[config.mk]
export PLATFORM = sky130hd
export DESIGN_NAME = utf8_stream_decoder_core
export DESIGN_NICKNAME = d
export VERILOG_FILES = /design/src/usd_pkg.sv /design/src/usd_front.sv /design/src/usd_queue.sv /design/src/usd_back.sv /design/src/utf8_stream_decoder_core.sv
export VERILOG_INCLUDE_DIRS = /design/src /design/src/src
export SDC_FILE = /design/constraint.sdc
export NUM_CORES = 1
export LEC_CHECK = 0
export ABC_AREA = 1
export BUFFER_PORTS_ARGS = -buffer_cell sky130_fd_sc_hd__buf_2
export CAP_MARGIN = 10
export CORE_MARGIN = 1
export CORE_UTILIZATION = 55
export CTS_CLUSTER_SIZE = 20
export DETAILED_ROUTE_END_ITERATION = 16
export PLACE_DENSITY = 0.81
export SLEW_MARGIN = 20
export SYNTH_ARGS = -nofsm -noshare
export SYNTH_HDL_FRONTEND = slang
export SYNTH_SLANG_ARGS = --single-unit
[constraint.sdc]
create_clock -name clk -period 3.2 [get_ports clk]
set_clock_uncertainty 0.15 [all_clocks]
set_input_delay 0.16 -clock clk [delete_from_list [all_inputs] [get_ports clk]]
set_output_delay 0.16 -clock clk [all_outputs]
set_load 0.02 [all_outputs]
[src/assert_macros.svh]
// Concurrent assertion helpers; empty under SYNTH.
`ifndef ASSERT_MACROS_SVH
`define ASSERT_MACROS_SVH

`ifndef SYNTH

// Check on every clock edge, suspended while reset is high.
`define USD_ASSERT(name, clk, rst, prop) \
  name: assert property (@(posedge clk) disable iff (rst) prop) \
    else $error("assertion failure");

// Check on every clock edge, reset included.
`define USD_ASSERT_ALWAYS(name, clk, prop) \
  name: assert property (@(posedge clk) prop) \
    else $error("assertion failure");

`else

`define USD_ASSERT(name, clk, rst, prop)
`define USD_ASSERT_ALWAYS(name, clk, prop)

`endif

`endif

[src/usd_pkg.sv]
`default_nettype none
package usd_pkg;

  localparam int QDEPTH = 2;
  localparam int QPTR_W = (QDEPTH > 1) ? $clog2(QDEPTH) : 1;
  localparam int QCNT_W = $clog2(QDEPTH + 1);

  localparam logic [7:0] MASK_6B = 8'h01;
  localparam logic [7:0] MASK_5B = 8'h03;
  localparam logic [7:0] MASK_4B = 8'h07;
  localparam logic [7:0] MASK_3B = 8'h0F;
  localparam logic [7:0] MASK_2B = 8'h1F;

  typedef enum logic [2:0] {
    OP_CHAR = 3'd0,
    OP_ERR  = 3'd1,
    OP_LEAD = 3'd2,
    OP_CONT = 3'd3,
    OP_LAST = 3'd4
  } op_kind_t;

  typedef struct packed {
    op_kind_t   kind;
    logic [6:0] payload;
  } op_t;

  typedef struct packed {
    op_t        op;
    logic [2:0] remaining_next;
  } cls_t;

  function automatic cls_t classify(input logic [7:0] b, input logic mode,
                                    input logic [2:0] remaining);
    cls_t       c;
    logic [7:0] m;
    c.op.kind         = OP_CHAR;
    c.op.payload      = '0;
    c.remaining_next  = '0;
    m                 = '0;
    if (remaining != 3'd0) begin
      c.remaining_next = remaining - 3'd1;
      c.op.kind        = (remaining == 3'd1) ? OP_LAST : OP_CONT;
      c.op.payload     = {1'b0, b[5:0]};
    end else if (!b[7]) begin
      c.op.kind    = OP_CHAR;
      c.op.payload = b[6:0];
    end else if (!b[6]) begin
      c.op.kind = OP_ERR;
    end else begin
      c.op.kind = OP_LEAD;
      if (mode && b[5]) begin
        m = MASK_3B;
        c.remaining_next = 3'd2;
      end else if (b[7:2] == 6'h3F) begin
        m = MASK_6B;
        c.remaining_next = 3'd5;
      end else if (b[7:3] == 5'h1F) begin
        m = MASK_5B;
        c.remaining_next = 3'd4;
      end else if (b[7:4] == 4'hF) begin
        m = MASK_4B;
        c.remaining_next = 3'd3;
      end else if (b[5]) begin
        m = MASK_3B;
        c.remaining_next = 3'd2;
      end else begin
        m = MASK_2B;
        c.remaining_next = 3'd1;
      end
      c.op.payload = 7'(b & m);
    end
    return c;
  endfunction

endpackage
`default_nettype wire

[src/usd_front.sv]
`default_nettype none
module usd_front (
  input  wire logic        clk,
  input  wire logic        rst,
  input  wire logic        mode,
  input  wire logic        push,
  input  wire logic        full,
  input  wire logic [7:0]  data_byte,
  output usd_pkg::op_t     op,
  output logic             op_push
);

  logic [2:0]    remaining;
  usd_pkg::cls_t cls;

  assign cls     = usd_pkg::classify(data_byte, mode, remaining);
  assign op      = cls.op;
  assign op_push = push && !full;

  always_ff @(posedge clk) begin
    if (rst) begin
      remaining <= '0;
    end else if (op_push) begin
      remaining <= cls.remaining_next;
    end
  end

endmodule
`default_nettype wire

[src/usd_queue.sv]
`default_nettype none
module usd_queue (
  input  wire logic        clk,
  input  wire logic        rst,
  input  wire logic        wr,
  input  usd_pkg::op_t     wr_op,
  output logic             full,
  input  wire logic        rd,
  output usd_pkg::op_t     rd_op,
  output logic             valid
);

  usd_pkg::op_t                entries [usd_pkg::QDEPTH];
  logic [usd_pkg::QPTR_W-1:0]  wptr;
  logic [usd_pkg::QPTR_W-1:0]  rptr;
  logic [usd_pkg::QCNT_W-1:0]  count;
  logic                        do_wr;
  logic                        do_rd;

  assign full  = (count == usd_pkg::QCNT_W'(usd_pkg::QDEPTH));
  assign valid = (count != '0);
  assign do_wr = wr && !full;
  assign do_rd = rd && valid;
  assign rd_op = entries[rptr];

  always_ff @(posedge clk) begin
    if (do_wr) begin
      entries[wptr] <= wr_op;
    end
  end

  always_ff @(posedge clk) begin
    if (rst) begin
      wptr  <= '0;
      rptr  <= '0;
      count <= '0;
    end else begin
      if (do_wr) begin
        wptr <= (wptr == usd_pkg::QPTR_W'(usd_pkg::QDEPTH - 1)) ? '0 : wptr + 1'b1;
      end
      if (do_rd) begin
        rptr <= (rptr == usd_pkg::QPTR_W'(usd_pkg::QDEPTH - 1)) ? '0 : rptr + 1'b1;
      end
      if (do_wr && !do_rd) begin
        count <= count + 1'b1;
      end else if (do_rd && !do_wr) begin
        count <= count - 1'b1;
      end
    end
  end

endmodule
`default_nettype wire

[src/usd_back.sv]
`default_nettype none
module usd_back (
  input  wire logic        clk,
  input  wire logic        rst,
  input  wire logic        op_valid,
  input  usd_pkg::op_t     op,
  output logic             op_pop,
  input  wire logic        pop,
  output logic             out_valid,
  output logic [30:0]      code_point,
  output logic             error
);

  logic [30:0] accumulator;
  logic [30:0] shifted;
  logic        emits;
  logic        out_take;

  assign shifted  = {accumulator[24:0], op.payload[5:0]};
  assign out_take = pop && out_valid;

  always_comb begin
    case (op.kind)
      usd_pkg::OP_CHAR,
      usd_pkg::OP_ERR,
      usd_pkg::OP_LAST: emits = 1'b1;
      default:          emits = 1'b0;
    endcase
  end

  assign op_pop = op_valid && (!emits || !out_valid || out_take);

  always_ff @(posedge clk) begin
    if (rst) begin
      accumulator <= '0;
    end else if (op_pop) begin
      case (op.kind)
        usd_pkg::OP_LEAD: accumulator <= 31'(op.payload);
        usd_pkg::OP_CONT,
        usd_pkg::OP_LAST: accumulator <= shifted;
        default:          accumulator <= accumulator;
      endcase
    end
  end

  always_ff @(posedge clk) begin
    if (rst) begin
      out_valid <= 1'b0;
    end else if (op_pop && emits) begin
      out_valid <= 1'b1;
    end else if (out_take) begin
      out_valid <= 1'b0;
    end
  end

  always_ff @(posedge clk) begin
    if (op_pop && emits) begin
      case (op.kind)
        usd_pkg::OP_CHAR: begin
          code_point <= 31'(op.payload);
          error      <= 1'b0;
        end
        usd_pkg::OP_LAST: begin
          code_point <= shifted;
          error      <= 1'b0;
        end
        default: begin
          code_point <= '0;
          error      <= 1'b1;
        end
      endcase
    end
  end

endmodule
`default_nettype wire

[src/utf8_stream_decoder_core.sv]
// Channel   Handshake          Payload
// -------   ----------------   ----------------------------
// input     push / full        data_byte[7:0]
// result    empty / pop        code_point[30:0], error
// config    cfg_write          cfg_data (sixteen-bit mode)
//
// One byte per cycle while the op queue is not full. A byte is classified
// into a two-entry op queue, then applied to the accumulator and the output
// register. The single output register sets the limit: while it holds an
// unread result, ops that emit wait in the queue.
// Synchronous active-high reset empties both sides and clears the state.
`default_nettype none
`include "assert_macros.svh"
module utf8_stream_decoder_core (
  input  wire logic        clk,
  input  wire logic        rst,
  input  wire logic        push,
  output logic             full,
  input  wire logic [7:0]  data_byte,
  output logic             empty,
  input  wire logic        pop,
  output logic [30:0]      code_point,
  output logic             error,
  input  wire logic        cfg_write,
  input  wire logic        cfg_data
);

  logic         sixteen_bit_mode;
  usd_pkg::op_t f_op;
  logic         f_push;
  usd_pkg::op_t q_op;
  logic         q_valid;
  logic         q_pop;
  logic         out_valid;

  always_ff @(posedge clk) begin
    if (rst) begin
      sixteen_bit_mode <= 1'b0;
    end else if (cfg_write) begin
      sixteen_bit_mode <= cfg_data;
    end
  end

  usd_front u_front (
    .clk       (clk),
    .rst       (rst),
    .mode      (sixteen_bit_mode),
    .push      (push),
    .full      (full),
    .data_byte (data_byte),
    .op        (f_op),
    .op_push   (f_push)
  );

  usd_queue u_queue (
    .clk   (clk),
    .rst   (rst),
    .wr    (f_push),
    .wr_op (f_op),
    .full  (full),
    .rd    (q_pop),
    .rd_op (q_op),
    .valid (q_valid)
  );

  usd_back u_back (
    .clk        (clk),
    .rst        (rst),
    .op_valid   (q_valid),
    .op         (q_op),
    .op_pop     (q_pop),
    .pop        (pop),
    .out_valid  (out_valid),
    .code_point (code_point),
    .error      (error)
  );

  assign empty = !out_valid;

  `USD_ASSERT(a_err_zero_cp, clk, rst, (!empty && error) |-> (code_point == '0))
  `USD_ASSERT(a_last_emits, clk, rst, (q_pop && q_op.kind == usd_pkg::OP_LAST) |=> !empty)
  `USD_ASSERT(a_reset_empty, clk, rst, $past(rst) |-> (empty && !full))

endmodule
`default_nettype wire
==> results of run 1 <==
## per-layer routing
layer | track usage (%) | share of wire, % | up-vias
li1 | - | - | 1390
met1 | 22.19 | 43 | 1198
met2 | 35.10 | 52 | 50
met3 | 5.310 | 4.0 | 5
met4 | 6.113 | 0.98 | 0
met5 | 0 | 0 | -
## layout make-up
cell class	instances	area [um2]	area share, %
sequential	87	2262	52.54
clock inverter	6	96.34	2.238
timing repair buffer	56	322.8	7.498
inverter	68	255.2	5.929
multi-input combinational	240	1124	26.10
clock buffer	10	148.9	3.458
tap	77	96.34	2.238
## critical path: cells and delay by family, from the launching register on
family                 cells  cell delay [ps]
buffers and inverters      4              710
flip-flops                 1              690
AND/OR/NAND/NOR            5              610
## through the flow
stage               setup WS (ps)  cells  total power [mW]
detailed placement          673.4    520             3.477
CTS                         653.8    544             4.388
global route                449.5    544             4.681
floorplan                   885.2    406             3.150
global placement            775.4    520             3.422
finish                      670.4    544             4.353
## synthesized netlist by cell type, types with 2 or more instances
| master | count |
|---|---|
| sky130_fd_sc_hd__inv_2 | 3 |
| sky130_fd_sc_hd__nand2_2 | 4 |
| sky130_fd_sc_hd__ha_1 | 4 |
| sky130_fd_sc_hd__nand2_1 | 90 |
| sky130_fd_sc_hd__buf_2 | 3 |
| sky130_fd_sc_hd__clkbuf_1 | 2 |
| sky130_fd_sc_hd__o21ai_0 | 11 |
| sky130_fd_sc_hd__buf_6 | 5 |
| sky130_fd_sc_hd__nor2_1 | 70 |
| sky130_fd_sc_hd__edfxtp_1 | 52 |
| sky130_fd_sc_hd__nand3_1 | 15 |
| sky130_fd_sc_hd__inv_1 | 65 |
| sky130_fd_sc_hd__a21oi_1 | 28 |
| sky130_fd_sc_hd__mux2i_1 | 6 |
| sky130_fd_sc_hd__dfxtp_1 | 35 |
| sky130_fd_sc_hd__nand2_4 | 2 |
| sky130_fd_sc_hd__nand3_4 | 2 |
## final timing paths
| kind | end | slack, ps | startpoint | depth (start not counted) |
|---|---|---|---|---|
| hold reg to reg | u_queue.rptr | 330 | u_queue.rptr | 2 |
| hold / removal | u_queue.entries[0][1] | 20 | data_byte[1] | 3 |
| setup / recovery | u_back.code_point[5] | 670 | flop | 9 |
| setup reg to reg | u_back.code_point[5] | 670 | flop | 9 |
## where the power goes
group	switching, mW	internal (mW)	total (mW)
registers	0.158	1.66	1.82
logic	1.14	0.494	1.64
clock network	0.400	0.498	0.898
total	1.70	2.65	4.35
## state kept, by name, summed over array words and instances, names as in the netlist, named ones only
signal	flops
u_back.accumulator	25
u_queue.count	2
u_front.remaining	3
u_queue.wptr	1
u_back.out_valid	1
u_back.code_point	31
u_back.error	1
u_queue.entries	20
u_queue.rptr	1
sixteen_bit_mode	1
## kinds of logic after synthesis
| kind of cell | synth area share (%) |
|---|---|
| simple gates | 21.14 |
| fa+ha+maj | 1.344 |
| compound gates | 5.847 |
| xor+xnor | 0.2353 |
| buf+inv | 9.072 |
| mux | 1.613 |
| flops | 60.75 |
## what timing repair did
| action | CTS | global route |
|---|---|---|
| setup endpoints to repair | 0 | 0 |
| hold buffers | 8 | 0 |
| hold endpoints to repair | 11 | 0 |
==> implementation parameters, run 1 <==
Parameter                              Value

Timing
  Headroom to the max-slew limit    39.82%
  Slew at the pin closest to its max-slew limit    approximately 900 ps
  Aggregate negative setup slack    0 ps
  Post-layout minimum cycle time    2530 ps
  Final worst path period share    between 70% and 80%
  Hold Worst Slack    ~16 ps
  Final slew viol count    0
  Fmax    395.3 MHz
  Hold Vio Cnt, Final    0
  # setup viols final    0
  Setup repair after global routing missed its margin    no

Cells and area
  Antenna Diode Count    0
  Commonest non-fill, non-tap cell in the layout    sky130_fd_sc_hd__nand2_1
  Leading cell types in the layout, fill and taps excluded    90 x sky130_fd_sc_hd__nand2_1, 70 x sky130_fd_sc_hd__nor2_1, 65 x sky130_fd_sc_hd__inv_1
  FILL cells    slightly above 500
  Final-stage net count    480
  Final Core Density    66.66%
  Post-layout instance area    around 0.0043 mm2
  Synth-to-layout area growth    15.63%
  Share of layout cells above drive strength 1    16.27%

Floorplanning
  DIE AREA    approximately 0.007 mm2
  Horizontal die dimension    84.28 um
  Number of core rows    29
  Die boundary height    between 80 and 90 um
  Initial standard-cell utilization of the core    a little under 60%
  Area of the core region    0.006459 mm2
  I/O pins    48

Yosys
  Fraction of registers with async set or reset after synthesis    0%
  Synth area leader    sky130_fd_sc_hd__edfxtp_1
  Leading cell types by total area after synthesis    sky130_fd_sc_hd__edfxtp_1 42%, sky130_fd_sc_hd__dfxtp_1 19%, sky130_fd_sc_hd__nand2_1 9.1%
  Register bit count reported by yosys    87
  Share of the synthesized area in the top cell type    a little over two fifths
  Synthesized instance count    ~410
  Synthesized cell area    0.003724 mm2
  Sequential element share of the synthesized area    60.75%
  Main synth FF type    sky130_fd_sc_hd__edfxtp_1
  Distinct cell type count after synthesis    26
  Number of synthesized flops with an enable pin    52
  Post-synth net total    around 420
  Count of warnings emitted by yosys    0
  Mean area per synthesized cell    between 9 and 10 um2

Clocking
  Maximum buffer depth of the clock tree    2
  Number of buffers added for setup after CTS    0
  Root buffer cell    sky130_fd_sc_hd__clkbuf_8
  Cts repair resizes    0
  Clock transition time at the flip-flop clock pins of the worst setup and hold paths    90 ps
  H-tree level count    3
  Clock tree from TritonCTS    done
  Number of buffers created by CTS    9
  Total clock sinks    between 80 and 90
  Clock latency of the later-clocked register in the worst-skew pair    350 ps

Outcome
  Outcome    finished with violations
  Failing checks    design-rule violations

Detailed routing
  Detailed-route wire length    between 6000 and 7000 um
  Detailed router's first-iteration violation count    around 140
  DR vias/cell    4.858
  Number of design rule violations left after detail routing    4
  Iteration count of the initial detailed-routing pass    10
  Number of nets still failing antenna checks after routing    0
  Vias    2643
  Final routed wire length divided by cell count    11.44 um

Power
  Worst supply voltage drop on vdd    between 0.0004 and 0.0005 V
  P per Cell Area    slightly above 1000 mW/mm2
  Leakage power of the design    around 1.9 nW

Setup path
  Arrival @ worst endpoint    2390 ps
  Worst Setup End Kind    flop
  Data required time of the worst path    3060 ps
  Worst setup SP type    flop
  Peak per-stage delay on the critical path    slightly below 700 ps
  Biggest fanout along the worst timing path    32
  Cell with the most instances on the worst path    sky130_fd_sc_hd__nand2_1
  Slowest cell on crit path    sky130_fd_sc_hd__dfxtp_1
  Critical path type    reg -> reg
  Cells along the critical path    inv_2, nand2_1, nand2_1, nand3_2, nand2_1, inv_2, nand2_1, inv_1, buf_4

Min path
  Path class of the lowest-slack min-delay path    in -> reg

Global route
  Global-route wire length before repair    roughly 11000 um
  GRT overflow    0
  Initial antenna violation count    0
  Maximum number of pins on one net before global-route repair    42
  Global Route Usage Sum    19.34%
  Via count of the first global-routing pass    about 2500

Place
  Port bufs    47
  HPWL after detailed placement    ~4300 um
  Instance area after placement    about 0.0040 mm2
  Placer's final routability congestion estimate    about 0.86

Job
  Max Cap Violations    0
Note: power is estimated with default switching activity, not from simulation.
==> inputs of run 2 (changes only) <==
--- a/config.mk
+++ b/config.mk
@@ -10,7 +10,7 @@
 export BUFFER_PORTS_ARGS = -buffer_cell sky130_fd_sc_hd__buf_2
 export CAP_MARGIN = 10
 export CORE_MARGIN = 1
-export CORE_UTILIZATION = 55
+export CORE_UTILIZATION = 52
 export CTS_CLUSTER_SIZE = 20
 export DETAILED_ROUTE_END_ITERATION = 16
 export PLACE_DENSITY = 0.81
==> constraint.sdc (replaced) <==
create_clock -name clk -period 2.2 [get_ports clk]
set_clock_uncertainty 0.15 [all_clocks]
set_input_delay 0.11 -clock clk [delete_from_list [all_inputs] [get_ports clk]]
set_output_delay 0.11 -clock clk [all_outputs]
set_load 0.02 [all_outputs]
==> run 2 against run 1 <==
  * The run now ends clean
  * Worst hold slack better by 73 ps
  * Critical path depth down 2
  * Sequential share of layout area decreased by 0.89 points
  * Largest power group unchanged
==> implementation parameters, run 2 (synthesis gave the netlist of run 1 again) <==
Parameter                              Value

Setup path
  Biggest fanout along the worst timing path    5 (was 32)
  Arrival @ worst endpoint    1950 ps (was 2390 ps)
  Worst Setup End Kind    flop (unchanged)
  Peak per-stage delay on the critical path    570 ps (was 690 ps)
  Critical path type    reg -> reg (unchanged)
  Data required time of the worst path    2160 ps (was 3060 ps)
  Slowest cell on crit path    sky130_fd_sc_hd__dlygate4sd3_1 (was sky130_fd_sc_hd__dfxtp_1)
  Worst setup SP type    flop (unchanged)
  Cells along the critical path    inv_1, ha_1, nand2_1, inv_1, nand2_1, nor2_1, dlygate4sd3_1 (was inv_2, nand2_1, nand2_1, nand3_2, nand2_1, inv_2, nand2_1, inv_1, buf_4)

Floorplanning
  Number of core rows    30 (was 29)
  I/O pins    48 (unchanged)
  DIE AREA    0.007503 mm2 (was 0.007103 mm2)
  Die boundary height    86.62 um (was 84.28 um)
  Horizontal die dimension    86.62 um (was 84.28 um)
  Initial standard-cell utilization of the core    54.21% (was 57.65%)
  Area of the core region    0.006869 mm2 (was 0.006459 mm2)

Cells and area
  Registers with the most flip-flops    u_back.code_point (31), u_back.accumulator (25), u_queue.entries (20) (unchanged)
  Share of layout cells above drive strength 1    17.92% (was 16.27%)
  Leading cell types in the layout, fill and taps excluded    89 x sky130_fd_sc_hd__nand2_1, 70 x sky130_fd_sc_hd__nor2_1, 64 x sky130_fd_sc_hd__inv_1 (was 90 x sky130_fd_sc_hd__nand2_1, 70 x sky130_fd_sc_hd__nor2_1, 65 x sky130_fd_sc_hd__inv_1)
  Flip-flop count of the largest register, all copies and words added    31 (unchanged)
  Antenna Diode Count    0 (unchanged)
  Post-layout instance area    0.004379 mm2 (was 0.004305 mm2)
  Commonest non-fill, non-tap cell in the layout    sky130_fd_sc_hd__nand2_1 (unchanged)
  Synth-to-layout area growth    17.61% (was 15.63%)
  Most flop-heavy register    u_back.code_point (unchanged)
  Final-stage net count    493 (was 480)
  FILL cells    582 (was 519)

Timing
  Fmax    502.2 MHz (was 395.3 MHz)
  Headroom to the max-slew limit    71.30% (was 39.82%)
  Final slew viol count    0 (unchanged)
  Hold Worst Slack    88.88 ps (was 16.35 ps)
  Hold Vio Cnt, Final    0 (unchanged)
  Final worst path period share    90.51% (was 79.05%)
  # setup viols final    0 (unchanged)
  Slew at the pin closest to its max-slew limit    428.9 ps (was 901.7 ps)
  Post-layout minimum cycle time    1991 ps (was 2530 ps)
  Setup repair after global routing missed its margin    yes (was no)
  Aggregate negative setup slack    0 ps (unchanged)
  Min setup slack post-route    208.7 ps (was 670.4 ps)

Outcome
  Outcome    finished, final reports clean (was finished with violations)

Clocking
  Clock latency of the later-clocked register in the worst-skew pair    360 ps (was 350 ps)
  Total clock sinks    87 (unchanged)
  Number of buffers created by CTS    9 (unchanged)
  H-tree level count    3 (unchanged)
  Number of buffers added for setup after CTS    0 (unchanged)
  Maximum buffer depth of the clock tree    2 (unchanged)
  Root buffer cell    sky130_fd_sc_hd__clkbuf_8 (unchanged)
  Clock tree from TritonCTS    done (unchanged)
  Clock transition time at the flip-flop clock pins of the worst setup and hold paths    90 ps (about the same)

Global route
  GRT overflow    0 (unchanged)
  Via count of the first global-routing pass    2559 (was 2458)
  Global Route Usage Sum    19.15% (was 19.34%)
  Global-route wire length before repair    10760 um (was 10550 um)
  Maximum number of pins on one net before global-route repair    42 (unchanged)
  Initial antenna violation count    0 (unchanged)

Job
  Max Cap Violations    0 (unchanged)

Power
  Worst supply voltage drop on vdd    0.0006206 V (was 0.0004454 V)
  Overall power after layout    6.157 mW (was 4.353 mW)
  Leakage power of the design    1.960 nW (was 1.943 nW)
  P per Cell Area    1406 mW/mm2 (was 1011 mW/mm2)

Detailed routing
  Number of nets still failing antenna checks after routing    0 (unchanged)
  Iteration count of the initial detailed-routing pass    4 (was 10)
  Vias    2745 (was 2643)
  Final routed wire length divided by cell count    11.18 um (was 11.44 um)
  Detailed-route wire length    6441 um (was 6221 um)
  Detailed router's first-iteration violation count    138 (unchanged)
  DR vias/cell    4.766 (was 4.858)
  Number of design rule violations left after detail routing    0 (was 4)

Min path
  Path class of the lowest-slack min-delay path    in -> reg (unchanged)

Place
  Port bufs    47 (unchanged)
  Instance area after placement    0.004068 mm2 (was 0.003980 mm2)
  Placer's final routability congestion estimate    0.8342 (was 0.8578)
  Worst slack after detailed placement    153.1 ps (was 673.4 ps)
  HPWL after detailed placement    4416 um (was 4296 um)
run 2: worst max-delay path, delay by kind of cell, from the launching register on:
kind	cells	cell delay [ps]
buffers and inverters	3	760
flip-flops	1	370
AND/OR/NAND/NOR	3	240
adder cells (fa/ha/maj)	1	230
run 2: path summary, 6_finish.rpt:
kind,slack [ps],end,from,cells past startpoint
hold reg to reg,330,u_queue.rptr,u_queue.rptr,2
setup / recovery,210,u_queue.entries[1][6],u_front.remaining[0],7
setup reg to reg,210,u_queue.entries[1][6],u_front.remaining[0],7
hold / removal,90,u_front.remaining[2],push,5
run 2: layer usage:
layer	up-vias	global-route usage (%)	share of wire (%)
met4	0	13.48	3.4
met2	70	33.55	50
li1	1417	-	-
met5	-	0	0
met1	1241	21.04	43
met3	17	3.429	3.6
run 2: repair_timing:
item | CTS | global route
endpoints found under the setup margin | 0 | 4
gates resized for setup | 0 | 1
endpoints found under the hold margin | 18 | 0
hold buffers | 13 | 0
run 2: where the power goes:
part / total, mW / internal (mW) / leakage, nW / switching [mW]
combinational: 2.53 / 0.801 / 1.09 / 1.73
clock: 1.01 / 0.420 / 0.0828 / 0.594
sequential: 2.61 / 2.41 / 0.782 / 0.201
total: 6.16 / 3.63 / 1.96 / 2.53
run 2: area by class of cell:
type	instances	area, um2	area share (%)
timing repair buffer	69	432.9	9.886
sequential	87	2262	51.66
multi-input combinational	240	1126	25.71
inverter	68	259.0	5.914
clock buffer	9	123.9	2.829
tap	96	120.1	2.743
clock inverter	7	55.05	1.257
run 2: stage by stage:
step / utilization (%) / instances
2_1_floorplan: - / 406
3_3_place_gp: 59.22 / 547
3_5_place_dp: 59.22 / 547
4_1_cts: 63.72 / 576
5_1_grt: 63.75 / 576
6_report: 63.75 / 576
==> inputs of run 3 (changes only) <==
--- a/config.mk
+++ b/config.mk
@@ -6,14 +6,14 @@
 export SDC_FILE = /design/constraint.sdc
 export NUM_CORES = 1
 export LEC_CHECK = 0
-export ABC_AREA = 1
 export BUFFER_PORTS_ARGS = -buffer_cell sky130_fd_sc_hd__buf_2
 export CAP_MARGIN = 10
+export CORE_ASPECT_RATIO = 1.1
 export CORE_MARGIN = 1
-export CORE_UTILIZATION = 52
+export CORE_UTILIZATION = 51
 export CTS_CLUSTER_SIZE = 20
 export DETAILED_ROUTE_END_ITERATION = 16
-export PLACE_DENSITY = 0.81
+export PLACE_DENSITY = 0.8
 export SLEW_MARGIN = 20
 export SYNTH_ARGS = -nofsm -noshare
 export SYNTH_HDL_FRONTEND = slang
==> run 3 against run 2 <==
  * Clock power is 4% higher
  * Critical path depth is 1 lower
  * Core utilization is 0.16 points higher
  * Cell count is 27% lower
  * Register-to-register slack worse by 80 ps
  * Setup slack worse by 83 ps
  * Global-route usage is 0.56 points lower
  * Synthesized area is 4.9% lower
  * Sequential share of layout area is 1.8 points higher
  * Critical path type unchanged
==> implementation parameters, run 3 <==
Parameter                              Value

Outcome
  Outcome    finished, final reports clean (unchanged)

Setup path
  Worst setup SP type    flop (unchanged)
  Slowest cell on crit path    sky130_fd_sc_hd__dfxtp_2 (was sky130_fd_sc_hd__dlygate4sd3_1)
  Peak per-stage delay on the critical path    430 ps (was 570 ps)
  Cells along the critical path    mux2i_2, o21ai_2, o22ai_2, ha_1, or3_1, a21oi_1 (was inv_1, ha_1, nand2_1, inv_1, nand2_1, nor2_1, dlygate4sd3_1)
  End of the worst register-to-register path    u_queue.count[1] (was u_queue.entries[1][6])
  Arrival @ worst endpoint    2200 ps (was 1950 ps)
  Biggest fanout along the worst timing path    5 (unchanged)
  FF-to-FF setup slack    130 ps (was 210 ps)
  Critical path type    reg -> reg (unchanged)
  Data required time of the worst path    2330 ps (was 2160 ps)
  Worst Setup End Kind    flop (unchanged)
  Number of cells on the worst reg-to-reg path    6 (was 7)

Floorplanning
  I/O pins    48 (unchanged)
  Number of core rows    31 (was 30)
  Area of the core region    0.006633 mm2 (was 0.006869 mm2)
  Initial standard-cell utilization of the core    53.37% (was 54.21%)
  Horizontal die dimension    81.43 um (was 86.62 um)
  Die boundary height    89.38 um (was 86.62 um)
  DIE AREA    0.007278 mm2 (was 0.007503 mm2)

Timing
  Final slew viol count    0 (unchanged)
  # setup viols final    0 (unchanged)
  Final worst path period share    94.27% (was 90.51%)
  Headroom to the max-slew limit    66.01% (was 71.30%)
  Fmax    482.2 MHz (was 502.2 MHz)
  Post-layout minimum cycle time    2074 ps (was 1991 ps)
  Hold Vio Cnt, Final    0 (unchanged)
  Slew at the pin closest to its max-slew limit    507.6 ps (was 428.9 ps)

Yosys
  Distinct cell type count after synthesis    44 (was 26)
  Most common cell in the netlist    sky130_fd_sc_hd__edfxtp_1 (was sky130_fd_sc_hd__nand2_1)
  Mean area per synthesized cell    13.36 um2 (was 9.171 um2)
  Main synth FF type    sky130_fd_sc_hd__edfxtp_1 (unchanged)
  Share of the synthesized area in the top cell type    44.11% (was 41.94%)
  Synthesized instance count    265 (was 406)
  Leading cell types by total area after synthesis    sky130_fd_sc_hd__edfxtp_1 44%, sky130_fd_sc_hd__dfxtp_1 20%, sky130_fd_sc_hd__nor2b_1 5.1% (was sky130_fd_sc_hd__edfxtp_1 42%, sky130_fd_sc_hd__dfxtp_1 19%, sky130_fd_sc_hd__nand2_1 9.1%)
  Most frequent cells after synthesis    52 x sky130_fd_sc_hd__edfxtp_1, 35 x sky130_fd_sc_hd__dfxtp_1, 29 x sky130_fd_sc_hd__nor2b_1 (was 90 x sky130_fd_sc_hd__nand2_1, 70 x sky130_fd_sc_hd__nor2_1, 65 x sky130_fd_sc_hd__inv_1)
  Number of synthesized flops with an enable pin    52 (unchanged)
  Register bit count reported by yosys    87 (unchanged)
  Sequential element share of the synthesized area    63.91% (was 60.75%)
  Count of warnings emitted by yosys    0 (unchanged)
  Synthesized cell area    0.003540 mm2 (was 0.003724 mm2)
  Synth area leader    sky130_fd_sc_hd__edfxtp_1 (unchanged)
  Fraction of registers with async set or reset after synthesis    0% (unchanged)
  Post-synth net total    283 (was 424)

Global route
  Initial antenna violation count    0 (unchanged)
  GRT overflow    0 (unchanged)
  Maximum number of pins on one net before global-route repair    33 (was 42)
  Global-route wire length before repair    9887 um (was 10760 um)
  Via count of the first global-routing pass    2192 (was 2559)
  Global Route Usage Sum    18.59% (was 19.15%)

Cells and area
  Leading cell types in the layout, fill and taps excluded    52 x sky130_fd_sc_hd__edfxtp_1, 47 x sky130_fd_sc_hd__buf_2, 33 x sky130_fd_sc_hd__dfxtp_1 (was 89 x sky130_fd_sc_hd__nand2_1, 70 x sky130_fd_sc_hd__nor2_1, 64 x sky130_fd_sc_hd__inv_1)
  Commonest non-fill, non-tap cell in the layout    sky130_fd_sc_hd__edfxtp_1 (was sky130_fd_sc_hd__nand2_1)
  Final Core Density    63.91% (was 63.75%)
  Antenna Diode Count    0 (unchanged)
  Most flop-heavy register    u_back.code_point (unchanged)
  Final-stage net count    354 (was 493)
  Synth-to-layout area growth    19.76% (was 17.61%)
  Registers with the most flip-flops    u_back.code_point (31), u_back.accumulator (25), u_queue.entries (20) (unchanged)
  Share of layout cells above drive strength 1    27.86% (was 17.92%)
  FILL cells    509 (was 582)
  Flip-flop count of the largest register, all copies and words added    31 (unchanged)

Detailed routing
  Detailed router's first-iteration violation count    114 (was 138)
  Vias    2256 (was 2745)
  DR vias/cell    5.333 (was 4.766)
  Final routed wire length divided by cell count    14.05 um (was 11.18 um)
  Iteration count of the initial detailed-routing pass    4 (unchanged)
  Detailed-route wire length    5943 um (was 6441 um)
  Number of design rule violations left after detail routing    0 (unchanged)
  Number of nets still failing antenna checks after routing    0 (unchanged)

Power
  Overall power after layout    5.261 mW (was 6.157 mW)
  P per Cell Area    1241 mW/mm2 (was 1406 mW/mm2)
  Worst supply voltage drop on vdd    0.0005610 V (was 0.0006206 V)
  Leakage power of the design    1.566 nW (was 1.960 nW)

Min path
  Path class of the lowest-slack min-delay path    in -> reg (unchanged)
  Hold Path Cell Cnt    3 (was 5)
  Hold Path End    u_queue.entries[0][8] (was u_front.remaining[2])
  Worst hold path startpoint    data_byte[7] (was push)

Place
  Port bufs    47 (unchanged)
  Placer's final routability congestion estimate    0.7498 (was 0.8342)
  HPWL after detailed placement    4087 um (was 4416 um)

Clocking
  Total clock sinks    87 (unchanged)
  Clock tree from TritonCTS    done (unchanged)
  Maximum buffer depth of the clock tree    2 (unchanged)
  Number of buffers created by CTS    9 (unchanged)
  Clock transition time at the flip-flop clock pins of the worst setup and hold paths    80 ps (was 90 ps)
  H-tree level count    3 (unchanged)
  Root buffer cell    sky130_fd_sc_hd__clkbuf_8 (unchanged)
  Clock latency of the later-clocked register in the worst-skew pair    340 ps (was 360 ps)

Job
  Max Cap Violations    0 (unchanged)
-- run 3: changes by cell type in the layout (fill, tap and decap cells not counted), sizes merged, moves of 13 or more --
cell	change
nor2b	+29
a22o	+18
nand2	-89
a211oi	+17
a21oi	-22
nor2	-49
nand3	-13
inv	-61
-- run 3: timing repair --
action	4_1_cts	5_1_grt
resized for setup	0	2
endpoints found under the setup margin	18	24
gates cloned	0	0
hold buffers	9	0
setup buffers	3	0
pin swaps	2	0
endpoints found under the hold margin	14	0
-- run 3: area by class of cell --
type / count / area, um2 / share of cell area (%)
Clock buffer: 11 / 131.4 / 3.099
Clock inverter: 5 / 57.56 / 1.358
Inverter: 7 / 26.28 / 0.6198
Multi-Input combinational cell: 162 / 1196 / 28.22
Sequential cell: 87 / 2265 / 53.42
Tap cell: 82 / 102.6 / 2.420
Timing Repair Buffer: 69 / 460.4 / 10.86
-- run 3: worst max-delay path by stage --
stage               start                     end  slack (ps)
detailed placement   flop  u_back.accumulator[16]         -90
CTS                  flop  u_back.accumulator[16]          10
global placement     flop  u_back.accumulator[14]          -6
floorplan            flop        u_queue.count[1]         -10
finish               flop        u_queue.count[1]         130
global route         flop        u_queue.count[1]          -5
-- run 3: cell families (layout without fill, tap and decap cells) --
logic type	Yosys count	in the layout	synth area share (%)
fa+ha+maj	4	4	1.414
buf+inv	16	92	2.792
xor+xnor	3	3	0.7424
compound gates	57	57	12.62
simple gates	82	82	13.26
flops	87	87	63.91
mux	16	16	5.267
-- run 3: power by group --
| group | switching [mW] | internal [mW] |
|---|---|---|
| Clock | 0.526 | 0.528 |
| Combinational | 1.10 | 0.732 |
| Sequential | 0.186 | 2.19 |
-- run 3: critical path: cells and delay by family, from the launching register on --
| kind | cells | cell delay (ps) |
|---|---|---|
| AO/OA/AOI/OAI | 3 | 460 |
| adder cells (fa/ha/maj) | 1 | 290 |
| flip-flops | 1 | 430 |
| multiplexers | 1 | 290 |
| AND/OR/NAND/NOR | 1 | 380 |
-- run 3: layer usage --
| metal | share of wire [%] | vias to the layer above | global-route usage (%) |
|---|---|---|---|
| li1 | - | 1121 | - |
| met1 | 41 | 1069 | 20.07 |
| met2 | 53 | 54 | 33.86 |
| met3 | 3.6 | 12 | 3.571 |
| met4 | 2.2 | 0 | 10.39 |
| met5 | 0 | - | 0 |
-- run 3: stage by stage --
stage | setup TNS, ps | cells | instance area, um2 | worst slack, ps | hold WS (ps)
floorplan | -11.68 | 265 | 3551 | -11.68 | 107.2
global placement | -87.47 | 395 | 3923 | -6.022 | 197.8
detailed placement | -1168 | 395 | 3923 | -85.11 | 203.9
CTS | 0 | 423 | 4237 | 14.91 | 22.38
global route | -5.161 | 423 | 4239 | -5.161 | 49.87
finish | 0 | 423 | 4239 | 126.2 | 33.13
